## src/rtl/stdq_pkg.sv

```systemverilog
// Shared types and constants for the sorted timer deadline queue.
// Depends on nothing; the top level, the compare unit and the checker import it.
`timescale 1ns / 1ps
`default_nettype none

package stdq_pkg;

    localparam int DEPTH_DEF   = 16;
    localparam int DL_BITS_DEF = 32;
    localparam int ID_W        = 4;
    localparam int FIELD_DL_W  = 32;
    localparam int OCC_W       = 5;
    localparam int NUM_IDS     = 1 << ID_W;

    localparam logic REQ_INSERT = 1'b0;
    localparam logic REQ_CANCEL = 1'b1;

    typedef enum logic [1:0] {
        ST_OK         = 2'd0,
        ST_NOT_QUEUED = 2'd1,
        ST_FULL       = 2'd2,
        ST_DUP        = 2'd3
    } status_t;

    typedef struct packed {
        logic                  req_type;
        logic [ID_W-1:0]       entry_id;
        logic [FIELD_DL_W-1:0] deadline;
    } req_t;

    typedef struct packed {
        status_t               status;
        logic                  head_valid;
        logic [ID_W-1:0]       head_id;
        logic [FIELD_DL_W-1:0] head_deadline;
        logic [OCC_W-1:0]      occupancy;
    } rsp_t;

    typedef enum logic [2:0] {
        S_IDLE,
        S_INS_START,
        S_INS_CMP,
        S_INS_FRONT,
        S_CAN_START,
        S_CAN_CMP,
        S_HEAD_RD,
        S_HEAD_CAP
    } state_t;

    // Flags from the shared compare unit for the slot just read
    typedef struct packed {
        logic later;   // slot deadline strictly greater than the key
        logic id_hit;  // slot holds the requested id
        logic last;    // slot is the highest filled one
    } cmp_res_t;

endpackage

`default_nettype wire

```

## src/rtl/sorted_timer_deadline_queue.sv

```systemverilog
// Top level of the sorted timer deadline queue: sequencer, occupancy state, slot RAM.
// Depends on stdq_pkg, stdq_ram, stdq_cmp.
//
//  channel | valid     | stall     | payload | direction
//  --------+-----------+-----------+---------+----------
//  request | req_valid | req_stall | req     | in
//  result  | rsp_valid | rsp_stall | rsp     | out
//
// One item at a time; a rejected request goes straight to the head read, an insert
// into an empty queue writes slot 0 directly, any other insert walks down from the
// top slot shifting later entries up, and a cancel walks every filled slot. The walk
// reads one slot a cycle from the slot RAM.
// Reset clears the state, occupancy, queued mask, found flag and result valid; slot RAM needs no clearing.
// A result held by rsp_stall waits in the output register; a new item is taken
// meanwhile, and its own result waits for the register to drain.
`timescale 1ns / 1ps
`default_nettype none

module sorted_timer_deadline_queue
    import stdq_pkg::*;
#(
    parameter int DEPTH         = DEPTH_DEF,
    parameter int DEADLINE_BITS = DL_BITS_DEF
)
(
    input  wire logic clk,
    input  wire logic rst_n,
    input  wire logic req_valid,
    output logic      req_stall,
    input  wire req_t req,
    output logic      rsp_valid,
    input  wire logic rsp_stall,
    output rsp_t      rsp
);

    localparam int IDX_W  = $clog2(DEPTH);
    localparam int CNT_W  = $clog2(DEPTH + 1);
    localparam int SLOT_W = DEADLINE_BITS + ID_W;

    state_t                   state_reg, state_next;
    logic [ID_W-1:0]          id_reg;
    logic [DEADLINE_BITS-1:0] key_reg;
    logic [IDX_W-1:0]         idx_reg, idx_next;
    logic                     found_reg, found_next;
    status_t                  status_reg, status_next;
    logic [CNT_W-1:0]         cnt_reg, cnt_next;
    logic [NUM_IDS-1:0]       mask_reg, mask_next;
    rsp_t                     rsp_reg, rsp_next;
    logic                     rsp_valid_reg;

    logic                              accept;
    logic                              load;
    logic [DEADLINE_BITS+FIELD_DL_W-1:0] key_ext;
    logic [DEADLINE_BITS-1:0]          key_in;
    logic [CNT_W-1:0]                  cnt_dec;
    logic [IDX_W-1:0]                  top_idx;

    logic                     ram_we;
    logic [IDX_W-1:0]         ram_waddr;
    logic [SLOT_W-1:0]        ram_wdata;
    logic [IDX_W-1:0]         ram_raddr;
    logic [SLOT_W-1:0]        ram_rdata;
    logic [DEADLINE_BITS-1:0] rd_dl;
    logic [ID_W-1:0]          rd_id;
    logic [SLOT_W-1:0]        new_slot;
    cmp_res_t                 cmp;

    logic [DEADLINE_BITS+FIELD_DL_W-1:0] head_ext;
    logic [CNT_W+OCC_W-1:0]              occ_ext;

    assign accept    = req_valid && !req_stall;
    assign req_stall = (state_reg != S_IDLE);
    assign rsp_valid = rsp_valid_reg;
    assign rsp       = rsp_reg;

    // deadline kept to DEADLINE_BITS bits
    assign key_ext = {{DEADLINE_BITS{1'b0}}, req.deadline};
    assign key_in  = key_ext[DEADLINE_BITS-1:0];

    assign cnt_dec  = cnt_reg - CNT_W'(1);
    assign top_idx  = cnt_dec[IDX_W-1:0];
    assign rd_dl    = ram_rdata[DEADLINE_BITS-1:0];
    assign rd_id    = ram_rdata[SLOT_W-1 -: ID_W];
    assign new_slot = {id_reg, key_reg};

    stdq_ram
    #(
        .WIDTH (SLOT_W),
        .DEPTH (DEPTH)
    )
    u_slots
    (
        .clk   (clk),
        .we    (ram_we),
        .waddr (ram_waddr),
        .wdata (ram_wdata),
        .raddr (ram_raddr),
        .rdata (ram_rdata)
    );

    stdq_cmp
    #(
        .DL_W  (DEADLINE_BITS),
        .IDX_W (IDX_W),
        .CNT_W (CNT_W)
    )
    u_cmp
    (
        .slot_dl (rd_dl),
        .slot_id (rd_id),
        .key_dl  (key_reg),
        .key_id  (id_reg),
        .idx     (idx_reg),
        .cnt     (cnt_reg),
        .res     (cmp)
    );

    // Next state and bookkeeping
    always_comb
    begin
        state_next  = state_reg;
        idx_next    = idx_reg;
        found_next  = found_reg;
        status_next = status_reg;
        cnt_next    = cnt_reg;
        mask_next   = mask_reg;
        unique case (state_reg)
            S_IDLE:
            begin
                if (accept)
                begin
                    idx_next   = '0;
                    found_next = 1'b0;
                    if (req.req_type == REQ_CANCEL)
                    begin
                        if (!mask_reg[req.entry_id])
                        begin
                            status_next = ST_NOT_QUEUED;
                            state_next  = S_HEAD_RD;
                        end
                        else
                        begin
                            status_next = ST_OK;
                            state_next  = S_CAN_START;
                        end
                    end
                    else if (mask_reg[req.entry_id])
                    begin
                        status_next = ST_DUP;
                        state_next  = S_HEAD_RD;
                    end
                    else if (cnt_reg >= CNT_W'(DEPTH))
                    begin
                        status_next = ST_FULL;
                        state_next  = S_HEAD_RD;
                    end
                    else
                    begin
                        status_next = ST_OK;
                        state_next  = S_INS_START;
                    end
                end
            end
            S_INS_START:
            begin
                if (cnt_reg == '0)
                begin
                    cnt_next          = cnt_reg + CNT_W'(1);
                    mask_next[id_reg] = 1'b1;
                    state_next        = S_HEAD_RD;
                end
                else
                begin
                    idx_next   = top_idx;
                    state_next = S_INS_CMP;
                end
            end
            S_INS_CMP:
            begin
                if (cmp.later)
                begin
                    if (idx_reg == '0)
                    begin
                        state_next = S_INS_FRONT;
                    end
                    else
                    begin
                        idx_next = idx_reg - IDX_W'(1);
                    end
                end
                else
                begin
                    cnt_next          = cnt_reg + CNT_W'(1);
                    mask_next[id_reg] = 1'b1;
                    state_next        = S_HEAD_RD;
                end
            end
            S_INS_FRONT:
            begin
                cnt_next          = cnt_reg + CNT_W'(1);
                mask_next[id_reg] = 1'b1;
                state_next        = S_HEAD_RD;
            end
            S_CAN_START:
            begin
                state_next = S_CAN_CMP;
            end
            S_CAN_CMP:
            begin
                if (!found_reg && cmp.id_hit)
                begin
                    found_next = 1'b1;
                end
                if (cmp.last)
                begin
                    mask_next[id_reg] = 1'b0;
                    if (found_reg || cmp.id_hit)
                    begin
                        cnt_next = cnt_dec;
                    end
                    else
                    begin
                        status_next = ST_NOT_QUEUED;
                    end
                    state_next = S_HEAD_RD;
                end
                else
                begin
                    idx_next = idx_reg + IDX_W'(1);
                end
            end
            S_HEAD_RD:
            begin
                state_next = S_HEAD_CAP;
            end
            S_HEAD_CAP:
            begin
                if (!rsp_valid_reg || !rsp_stall)
                begin
                    state_next = S_IDLE;
                end
            end
            default:
            begin
                state_next = S_IDLE;
            end
        endcase
    end

    // RAM port control
    always_comb
    begin
        ram_we    = 1'b0;
        ram_waddr = '0;
        ram_wdata = new_slot;
        ram_raddr = '0;
        unique case (state_reg)
            S_INS_START:
            begin
                if (cnt_reg == '0)
                begin
                    ram_we = 1'b1;
                end
                else
                begin
                    ram_raddr = top_idx;
                end
            end
            S_INS_CMP:
            begin
                // write the later slot, or else the new entry, one slot up; fetch the one below it
                ram_we    = 1'b1;
                ram_waddr = idx_reg + IDX_W'(1);
                ram_raddr = idx_reg - IDX_W'(1);
                if (cmp.later)
                begin
                    ram_wdata = ram_rdata;
                end
            end
            S_INS_FRONT:
            begin
                ram_we = 1'b1;
            end
            S_CAN_CMP:
            begin
                // once the id is passed, each slot moves down one
                ram_we    = found_reg;
                ram_waddr = idx_reg - IDX_W'(1);
                ram_wdata = ram_rdata;
                ram_raddr = idx_reg + IDX_W'(1);
            end
            S_IDLE, S_CAN_START, S_HEAD_RD, S_HEAD_CAP:
            begin
                ram_we = 1'b0;
            end
            default:
            begin
                ram_we = 1'b0;
            end
        endcase
    end

    assign load     = (state_reg == S_HEAD_CAP) && (!rsp_valid_reg || !rsp_stall);
    assign head_ext = {{FIELD_DL_W{1'b0}}, rd_dl};
    assign occ_ext  = {{OCC_W{1'b0}}, cnt_reg};

    always_comb
    begin
        rsp_next.status        = status_reg;
        rsp_next.occupancy     = occ_ext[OCC_W-1:0];
        rsp_next.head_valid    = (cnt_reg != '0);
        rsp_next.head_id       = '0;
        rsp_next.head_deadline = '0;
        if (cnt_reg != '0)
        begin
            rsp_next.head_id       = rd_id;
            rsp_next.head_deadline = head_ext[FIELD_DL_W-1:0];
        end
    end

    always_ff @(posedge clk or negedge rst_n)
    begin
        if (!rst_n)
        begin
            state_reg     <= S_IDLE;
            cnt_reg       <= '0;
            mask_reg      <= '0;
            found_reg     <= 1'b0;
            rsp_valid_reg <= 1'b0;
        end
        else
        begin
            state_reg <= state_next;
            cnt_reg   <= cnt_next;
            mask_reg  <= mask_next;
            found_reg <= found_next;
            if (load)
            begin
                rsp_valid_reg <= 1'b1;
            end
            else if (!rsp_stall)
            begin
                rsp_valid_reg <= 1'b0;
            end
        end
    end

    always_ff @(posedge clk)
    begin
        idx_reg    <= idx_next;
        status_reg <= status_next;
        if (accept)
        begin
            id_reg  <= req.entry_id;
            key_reg <= key_in;
        end
        if (load)
        begin
            rsp_reg <= rsp_next;
        end
    end

endmodule

`default_nettype wire

```

## src/rtl/stdq_ram.sv

```systemverilog
// Generic simple dual-port RAM: one write port, one read port, registered read.
// No dependencies.
`timescale 1ns / 1ps
`default_nettype none

module stdq_ram
#(
    parameter int WIDTH = 8,
    parameter int DEPTH = 16
)
(
    input  wire logic                     clk,
    input  wire logic                     we,
    input  wire logic [$clog2(DEPTH)-1:0] waddr,
    input  wire logic [WIDTH-1:0]         wdata,
    input  wire logic [$clog2(DEPTH)-1:0] raddr,
    output logic      [WIDTH-1:0]         rdata
);

    logic [WIDTH-1:0] mem [DEPTH];

    always_ff @(posedge clk)
    begin
        if (we)
        begin
            mem[waddr] <= wdata;
        end
        rdata <= mem[raddr];
    end

endmodule

`default_nettype wire

```

## src/rtl/stdq_cmp.sv

```systemverilog
// Shared compare unit used on every step of the slot walk.
// Depends on stdq_pkg.
`timescale 1ns / 1ps
`default_nettype none

module stdq_cmp
    import stdq_pkg::*;
#(
    parameter int DL_W  = DL_BITS_DEF,
    parameter int IDX_W = 4,
    parameter int CNT_W = 5
)
(
    input  wire logic [DL_W-1:0]  slot_dl,
    input  wire logic [ID_W-1:0]  slot_id,
    input  wire logic [DL_W-1:0]  key_dl,
    input  wire logic [ID_W-1:0]  key_id,
    input  wire logic [IDX_W-1:0] idx,
    input  wire logic [CNT_W-1:0] cnt,
    output cmp_res_t              res
);

    logic [CNT_W-1:0] idx_inc;

    assign idx_inc    = CNT_W'(idx) + CNT_W'(1);
    assign res.later  = (slot_dl > key_dl);
    assign res.id_hit = (slot_id == key_id);
    assign res.last   = (idx_inc >= cnt);

endmodule

`default_nettype wire

```

## config.mk

```make
export PLATFORM = sky130hd
export DESIGN_NAME = sorted_timer_deadline_queue
export DESIGN_NICKNAME = d
export VERILOG_FILES = /design/src/rtl/stdq_pkg.sv /design/src/rtl/sorted_timer_deadline_queue.sv /design/src/rtl/stdq_ram.sv /design/src/rtl/stdq_cmp.sv
export SDC_FILE = /design/constraint.sdc
export NUM_CORES = 1
export LEC_CHECK = 0
export ABC_AREA = 0
export BUFFER_PORTS_ARGS = -buffer_cell sky130_fd_sc_hd__buf_2
export CAP_MARGIN = 20
export CORE_MARGIN = 5
export CORE_UTILIZATION = 45
export CTS_CLUSTER_DIAMETER = 150
export DETAILED_ROUTE_END_ITERATION = 10
export SKIP_CTS_REPAIR_TIMING = 1
export SYNTH_ARGS = -nofsm -noshare
export SYNTH_HDL_FRONTEND = slang
export SYNTH_SLANG_ARGS = --single-unit
export TNS_END_PERCENT = 30
```

## constraint.sdc

```tcl
create_clock -name clk -period 4.1 [get_ports clk]
set_input_delay 0.41 -clock clk [delete_from_list [all_inputs] [get_ports clk]]
set_output_delay 0.41 -clock clk [all_outputs]
set_load 0.1 [all_outputs]
```

==> results of run 1 <==
## logic make-up after synthesis
logic type               count (synthesis)
buffers and inverters                  131
flip-flops                             724
AND/OR/NAND/NOR                        194
XOR/XNOR                                13
multiplexers                           600
adder cells (fa/ha/maj)                 43
AO/OA/AOI/OAI                           77
## critical path, stage by stage (launching register included)
cell      delay (ns)
edfxtp_1        0.34
inv_1           0.05
ha_1            0.31
nand4_1         0.30
nor4_4          0.53
nand2_1         0.09
a311oi_1        0.56
nor2_1          0.18
o21ai_4         0.17
buf_4           0.41
mux2_1          0.56
## path summary, 6_finish.rpt
check,start,to,slack [ns]
max in group asynchronous,rst_n,asynchronous set/reset pin,3.32
hold reg to reg,status_reg[1],rsp[43],0.42
hold / removal,req[8],key_reg[8],0.02
setup / recovery,key_reg[31],u_slots.mem[0][20],0.24
setup reg to reg,key_reg[31],u_slots.mem[0][20],0.24
min in group asynchronous,rst_n,rsp_valid,0.35
## synthesized netlist by cell type, types with 8 or more instances
library cell / count / share of area [%]
buf_2: 16 / 0.26
mux2_1: 8 / 0.30
nand3_1: 21 / 0.35
nor2b_1: 36 / 0.74
nand2b_1: 13 / 0.27
clkbuf_1: 17 / 0.21
edfxtp_1: 662 / 65
ha_1: 43 / 1.8
dfrtp_1: 26 / 2.1
mux2i_1: 544 / 18
xnor2_1: 11 / 0.32
buf_4: 15 / 0.37
inv_1: 45 / 0.56
nor2_1: 43 / 0.53
o21ai_0: 17 / 0.28
nor3_1: 13 / 0.21
mux2_2: 44 / 1.6
dfxtp_1: 36 / 2.4
nand2_1: 45 / 0.56
a21oi_1: 23 / 0.38
buf_6: 34 / 1.3
## routing by layer
layer | vias to the layer above | part of all wire [%]
li1 | 7181 | -
met1 | 8051 | 46
met2 | 315 | 48
met3 | 78 | 3.9
met4 | 0 | 1.6
met5 | - | 0
## power breakdown
part	internal, mW	total, mW	switching [mW]
clock network	3.82	6.67	2.85
registers	9.74	10.2	0.467
logic	3.41	9.65	6.24
## cell type report
class,count,area [um^2],area share [%]
clock buffer,100,2050,5.90
clock inverter,41,380,1.09
inverter,46,173,0.496
multi-input combinational,927,8430,24.2
sequential,724,21300,61.1
tap,873,1090,3.14
timing repair buffer,165,1410,4.05
## cells in the final DEF (no fill, tap or decap), types with 5 or more instances in the layout
master | Yosys | layout
nand2_1 | 45 | 45
dfrtp_1 | 26 | 26
nor3_1 | 13 | 13
edfxtp_1 | 662 | 662
nand4_1 | 5 | 5
nor2_1 | 43 | 27
clkinv_2 | 0 | 11
buf_12 | 1 | 25
clkbuf_1 | 17 | 19
dfxtp_1 | 36 | 36
a21oi_1 | 23 | 23
ha_1 | 43 | 43
inv_1 | 45 | 43
xnor2_1 | 11 | 11
buf_2 | 16 | 86
nand2b_1 | 13 | 13
nand3_1 | 21 | 21
o21ai_0 | 17 | 16
a21o_1 | 5 | 5
dlygate4sd3_1 | 0 | 29
nor2b_1 | 36 | 36
mux2i_1 | 544 | 544
buf_4 | 15 | 25
nor2_4 | 0 | 16
clkinv_1 | 1 | 15
mux2_1 | 8 | 8
clkbuf_16 | 0 | 77
mux2_2 | 44 | 44
nor4_1 | 5 | 5
## per-stage QoR
| stage | instances | total power, mW | setup WS, ns | hold slack, ns |
|---|---|---|---|---|
| floorplan | 1782 | 17.7 | 0.534 | 0.114 |
| global placement | 2705 | 19.9 | 0.330 | 0.408 |
| detailed placement | 2706 | 20.0 | 0.198 | 0.409 |
| CTS | 2847 | 26.8 | 0.160 | -0.200 |
| global route | 2876 | 27.8 | 0.0377 | 0.00105 |
| finish | 2876 | 26.5 | 0.244 | 0.0194 |
==> results.toml, run 1 <==
[status]
status = "finished clean"

[job]
drv_cap = 0

[worst_setup_path]
critPathKind = "flop to flop"
r2r_cells = 10
worstSetupEndpointType = "flop"
crit_fanout = 21
crit_path_start_kind = "flop"
cp.arrival_ns = 4.14
crit_required_ns = 4.38

[sta]
tightestPinTransition_ns = 0.880
slew_headroom_pct = 41.3
finalSetupViolations = 0
min_period_ns = 3.86
skew_ns = 0.0253
slew_violations = 0
post-route-period-util_pct = 94.0
fin_setup_tns_ns = 0
hold_viol_final = 0
rsz0062_at_grt = "no"
fmax_ghz = 0.259

[min_path]
hold-path-cell-count = 1
hold_class = "primary input to flop"

[synth]
yosysWarningCount = 0
synth-xor-area-share_pct = 0.375
synthSimpleGateAreaFrac_pct = 3.26
syn_nets = 1866
synth-seq-area-share_pct = 70.0
syn_area_um2 = 30400
synth_seq_cells = 724
synth_cell_types = 58
synth_top_family_by_area = "multiplexers"
synth_edf_count = 662
async_flop_share_pct = 3.59
netlist_instances = 1782
synth_compound_area_share_pct = 1.70
synthMuxAreaShare_pct = 20.2
synth_flop_cell = "edfxtp_1"
synthAdderAreaFrac_pct = 1.77
syn_avg_cell_area_um2 = 17.0

[clock_network]
cts_made_buffers = 76
clock-sinks = 724
clk_path_buf_depth = 3
cts_tree = "done"
htreeDepth = 3
cts-root-buf = "clkbuf_16"
insertion_delay_ns = 0.62
clk_pin_slew_ns = 0.06

[route]
vias_per_cell = 5.43
ant_nets = 0
dr.first_iter.drc_count = 999
wl_per_cell_um = 23.8
first_pass_iters = 6
vias = 15625
drc = 0
wirelength_um = 68500

[layout]
area_delta_synth_final_pct = 14.5
layout-drive-gt1-share_pct = 16.0
largest_reg_flops = 576
fin_util_pct = 51.9
diodes = 0
postLayoutCellArea_um2 = 34800
fill_cells = 5510
final_nets = 2024

[global_routing]
grt_overflow = 0
grt_max_degree = 66
grt_pass1_vias = 15803
met3_usage_pct = 2.64
grt_pass1_wl_um = 102000
met2_usage_pct = 30.5
track_usage_pct = 18.5
global_route.usage.met1_pct = 26.4
top_usage_layer = "met2"
antenna_found_initial = 0

[power]
leakagePower_nw = 13.5
ir_drop_v = 0.000499
power_density_nw_per_um2 = 762

[floorplanning]
die_area_um2 = 72800
die_h_um = 270
initial_core_util_pct = 45.3
io_pins = 87
row_count = 95
die_x_um = 270
core-area_um2 = 67000

[place]
port_buffers = 86
place_congestion = 0.779
dpl_cell_area_um2 = 32100
dpl.hpwl_um = 36900
(Power assumes the default switching activity.)
==> run 2, diff against run 1 <==
--- a/config.mk
+++ b/config.mk
@@ -7,8 +7,6 @@
 export LEC_CHECK = 0
 export ABC_AREA = 0
 export BUFFER_PORTS_ARGS = -buffer_cell sky130_fd_sc_hd__buf_2
-export CAP_MARGIN = 20
-export CORE_MARGIN = 5
 export CORE_UTILIZATION = 45
 export CTS_CLUSTER_DIAMETER = 150
 export DETAILED_ROUTE_END_ITERATION = 10
==> results.toml, run 2 (same netlist as run 1, synthesis figures left out) <==
[worst_setup_path]
critPathBufInv = 2
r2r_cells = 10
crit_path_start_kind = "flop"
crit_family = "simple AND/OR/NAND/NOR gates"
cp_cell_sequence = "inv_1 > ha_1 > nand4_1 > nor4_2 > a22oi_1 > a21oi_1 > nor2_1 > o21ai_4 > buf_4 > mux2_1"
r2r_setup_slack_ns = 0.41
crit_required_ns = 4.39
cp_slowest_cell = "nor4_2"
critPathKind = "flop to flop"
r2r_end = "u_slots.mem[14][7]"
crit_fanout = 16
worstSetupEndpointType = "flop"
cp.arrival_ns = 3.98
max_stage_delay_ns = 0.63
rr_startpoint = "key_reg[31]"

[layout]
diodes = 0
final_common_cell = "edfxtp_1"
final_cell_mix = "edfxtp_1 (662), mux2i_1 (544), buf_2 (86)"
layout-drive-gt1-share_pct = 16.4
fill_cells = 5304
largest_reg_flops = 576
final_nets = 2034
area_delta_synth_final_pct = 14.6

[power]
ir_drop_v = 0.000477
leakagePower_nw = 13.6
finalPower_mw = 26.5
power_density_nw_per_um2 = 762

[sta]
fmax_ghz = 0.271
skew_ns = 0.0202
slew_headroom_pct = 34.9
rsz0062_at_grt = "no"
tightestPinTransition_ns = 0.974
finalSetupViolations = 0
post-route-period-util_pct = 90.1
holdWs_ns = 0.0208
hold_viol_final = 0
fin_setup_tns_ns = 0
slew_violations = 0
min_period_ns = 3.69

[route]
drc = 0
wirelength_um = 68900
wl_per_cell_um = 23.9
first_pass_iters = 7
vias_per_cell = 5.44
ant_nets = 0
dr.first_iter.drc_count = 1175
vias = 15654

[floorplanning]
die_x_um = 262
core-area_um2 = 66200
row_count = 94
initial_core_util_pct = 45.9
die_h_um = 262
io_pins = 87
die_area_um2 = 68500

[min_path]
hold-path-cell-count = 1
hold_path_startpoint = "req[24]"
hold_class = "primary input to flop"
min_to = "key_reg[24]"

[global_routing]
grt_pass1_vias = 15526
antenna_found_initial = 0
grt_overflow = 0
grt_pass1_wl_um = 100000
track_usage_pct = 20.3
grt_max_degree = 89

[place]
port_buffers = 86
dpl.hpwl_um = 38300
place_congestion = 0.772

[clock_network]
clk_path_buf_depth = 3
clock-sinks = 724
insertion_delay_ns = 0.62
clk_pin_slew_ns = 0.06
htreeDepth = 3
cts_made_buffers = 76
cts_tree = "done"
cts-root-buf = "clkbuf_16"

[status]
status = "finished clean"

[job]
drv_cap = 0
==> run 2: area by class of cell <==
cell class	instances	area (um^2)	area share, %
timing repair buffer	175	1460	4.19
clock inverter	41	393	1.13
clock buffer	100	2020	5.81
tap	864	1080	3.11
multi-input combinational	927	8430	24.2
sequential	724	21300	61.1
inverter	46	173	0.496
==> run 2: worst max path at each step <==
stage | startpoint | endpoint | slack [ns] | depth (start not counted)
after floorplan | state_reg[2] | u_slots.mem[2][0] | 0.53 | 8
after global placement | key_reg[15] | u_slots.mem[2][7] | 0.53 | 11
after detailed placement | key_reg[31] | u_slots.mem[2][7] | 0.45 | 10
after CTS | key_reg[31] | u_slots.mem[2][7] | 0.40 | 10
after global routing | key_reg[31] | u_slots.mem[3][7] | 0.18 | 10
final | key_reg[31] | u_slots.mem[14][7] | 0.41 | 10
==> run 2: metrics by stage <==
stage	setup slack (ns)	cell area, um^2	instances	utilization (%)
3_5_place_dp	0.454	32100	2707	48.5
4_1_cts	0.396	34500	2848	52.1
2_1_floorplan	0.534	30400	1782	-
5_1_grt	0.176	34800	2877	52.6
3_3_place_gp	0.528	32100	2707	48.5
6_report	0.406	34800	2877	52.6
==> run 2: layer usage <==
layer,vias up,routed length [um],global-route usage (%)
li1,7205,-,-
met1,7984,31700,28.6
met2,383,32700,32.5
met3,82,3300,3.37
met4,0,1160,5.88
met5,-,0,0
==> run 2: power by group <==
part	internal (mW)	switching, mW
Sequential	9.74	0.489
Combinational	3.45	6.20
Clock	3.84	2.82
==> run 2: worst register-to-register path, delay by kind of cell, from the launching register on <==
kind	cells	cell delay [ns]
buffers and inverters	2	0.36
DFF	1	0.35
and+or+nand+nor	3	1.01
AOI/OAI and AO/OA	3	0.77
adders and majority gates	1	0.32
muxes	1	0.56
==> run 3, diff against run 2 <==
--- a/config.mk
+++ b/config.mk
@@ -7,6 +7,7 @@
 export LEC_CHECK = 0
 export ABC_AREA = 0
 export BUFFER_PORTS_ARGS = -buffer_cell sky130_fd_sc_hd__buf_2
+export CORE_ASPECT_RATIO = 1.2
 export CORE_UTILIZATION = 45
 export CTS_CLUSTER_DIAMETER = 150
 export DETAILED_ROUTE_END_ITERATION = 10
==> constraint.sdc (replaced) <==
create_clock -name clk -period 4.1 [get_ports clk]
set_input_delay 0.41 -clock clk [delete_from_list [all_inputs] [get_ports clk]]
set_output_delay 0.41 -clock clk [all_outputs]
set_load 0.01 [all_outputs]
==> results.toml, run 3 (same netlist as run 1, synthesis figures left out) <==
[floorplanning]
initial_core_util_pct = 45.9
io_pins = 87
die_area_um2 = 68500
die_h_um = 287
core-area_um2 = 66200
die_x_um = 239
row_count = 103

[sta]
tightestPinTransition_ns = 1.23
min_period_ns = 3.81
skew_ns = 0.0261
slew_violations = 0
finalSetupViolations = 0
hold_viol_final = 0
fmax_ghz = 0.262
post-route-period-util_pct = 92.9
rsz0062_at_grt = "no"
fin_setup_tns_ns = 0
slew_headroom_pct = 17.6

[worst_setup_path]
rr_startpoint = "key_reg[31]"
crit_required_ns = 4.37
crit_family = "simple AND/OR/NAND/NOR gates"
cp_slowest_cell = "nor4_2"
max_stage_delay_ns = 0.66
cp.arrival_ns = 4.08
critPathBufInv = 2
cp_cell_sequence = "inv_1 > ha_1 > nand4_1 > nor4_2 > nand2_1 > a311oi_2 > nor2_1 > o21ai_4 > buf_4 > mux2_1"
critPathKind = "flop to flop"
crit_fanout = 16
r2r_setup_slack_ns = 0.29
r2r_end = "u_slots.mem[7][26]"
crit_path_start_kind = "flop"
worstSetupEndpointType = "flop"
r2r_cells = 10

[layout]
final_common_cell = "edfxtp_1"
largest_reg_flops = 576
final_cell_mix = "edfxtp_1 (662), mux2i_1 (544), buf_2 (86)"
area_delta_synth_final_pct = 14.6
final_nets = 2030
diodes = 0
layout-drive-gt1-share_pct = 17.4
fill_cells = 5352

[power]
finalPower_mw = 25.6
leakagePower_nw = 13.6
ir_drop_v = 0.000604
combPwrFrac_pct = 32.8
power_switching_share_pct = 32.2
p_seq_share_pct = 40.0
p_sw_mw = 8.26
power_density_nw_per_um2 = 737
pwr-share-clk_pct = 27.2
p_int_mw = 17.4

[global_routing]
grt_pass1_wl_um = 101000
antenna_found_initial = 0
grt_pass1_vias = 15750
grt_max_degree = 76
track_usage_pct = 20.5
grt_overflow = 0

[route]
wirelength_um = 69500
vias_per_cell = 5.38
vias = 15565
wl_per_cell_um = 24.0
first_pass_iters = 5
dr.first_iter.drc_count = 954
drc = 0
ant_nets = 0

[clock_network]
cts-root-buf = "clkbuf_16"
clk_pin_slew_ns = 0.06
insertion_delay_ns = 0.62
cts_tree = "done"
clock-sinks = 724
clk_path_buf_depth = 3
htreeDepth = 3
cts_made_buffers = 73

[place]
port_buffers = 86
dpl.hpwl_um = 39700
place_congestion = 0.801

[min_path]
hold-path-cell-count = 1
min_to = "key_reg[13]"
hold_path_startpoint = "req[13]"
hold_class = "primary input to flop"

[status]
status = "finished clean"

[job]
drv_cap = 0
[run 3: worst max path at each step]
stage | start | to | slack (ns) | cells after the start
2_1_floorplan | state_reg[2] | u_slots.mem[2][0] | 0.53 | 8
3_3_place_gp | key_reg[15] | u_slots.mem[13][20] | 0.23 | 11
3_5_place_dp | key_reg[15] | u_slots.mem[7][24] | 0.15 | 11
4_1_cts | key_reg[15] | u_slots.mem[4][26] | 0.13 | 11
5_1_grt | key_reg[31] | u_slots.mem[6][24] | 0.09 | 10
6_report | key_reg[31] | u_slots.mem[7][26] | 0.29 | 10
[run 3: power by group through the flow]
stage	combinational, mW	sequential (mW)	clock [mW]
finish	8.41	10.3	6.97
global route	9.08	10.3	7.41
CTS	8.51	10.3	7.12
detailed placement	8.47	10.4	0
global placement	8.34	10.4	0
floorplan	6.23	10.3	0
[run 3: metal layers]
layer | up-vias | GRT usage, % | wire length (um)
met3 | 95 | 3.47 | 3310
met5 | - | 0 | 0
li1 | 7171 | - | -
met2 | 372 | 34.7 | 34700
met1 | 7927 | 26.8 | 29900
met4 | 0 | 6.49 | 1560
[run 3: worst reg2reg max path, delay by kind of cell, from the launching register on]
| kind | cells | cell delay, ns |
|---|---|---|
| and+or+nand+nor | 4 | 1.25 |
| AOI/OAI and AO/OA | 2 | 0.64 |
| muxes | 1 | 0.56 |
| DFF | 1 | 0.37 |
| buffers and inverters | 2 | 0.34 |
| adders and majority gates | 1 | 0.31 |
[run 3: stage by stage]
stage | setup WS [ns] | hold WS [ns] | utilization [%] | area [um^2] | instances
2_1_floorplan | 0.534 | 0.114 | - | 30400 | 1782
3_3_place_gp | 0.230 | 0.408 | 48.4 | 32100 | 2743
3_5_place_dp | 0.154 | 0.408 | 48.4 | 32100 | 2743
4_1_cts | 0.127 | -0.194 | 52.2 | 34600 | 2875
5_1_grt | 0.0868 | 0.00128 | 52.5 | 34800 | 2895
6_report | 0.290 | 0.0113 | 52.5 | 34800 | 2895
[run 3: area by class of cell]
| cell class | instances | area, um^2 | area share (%) |
|---|---|---|---|
| Tap cell | 892 | 1120 | 3.21 |
| Clock inverter | 40 | 488 | 1.40 |
| Multi-Input combinational cell | 927 | 8430 | 24.2 |
| Timing Repair Buffer | 174 | 1300 | 3.75 |
| Inverter | 46 | 173 | 0.496 |
| Sequential cell | 724 | 21300 | 61.1 |
| Clock buffer | 92 | 2040 | 5.87 |
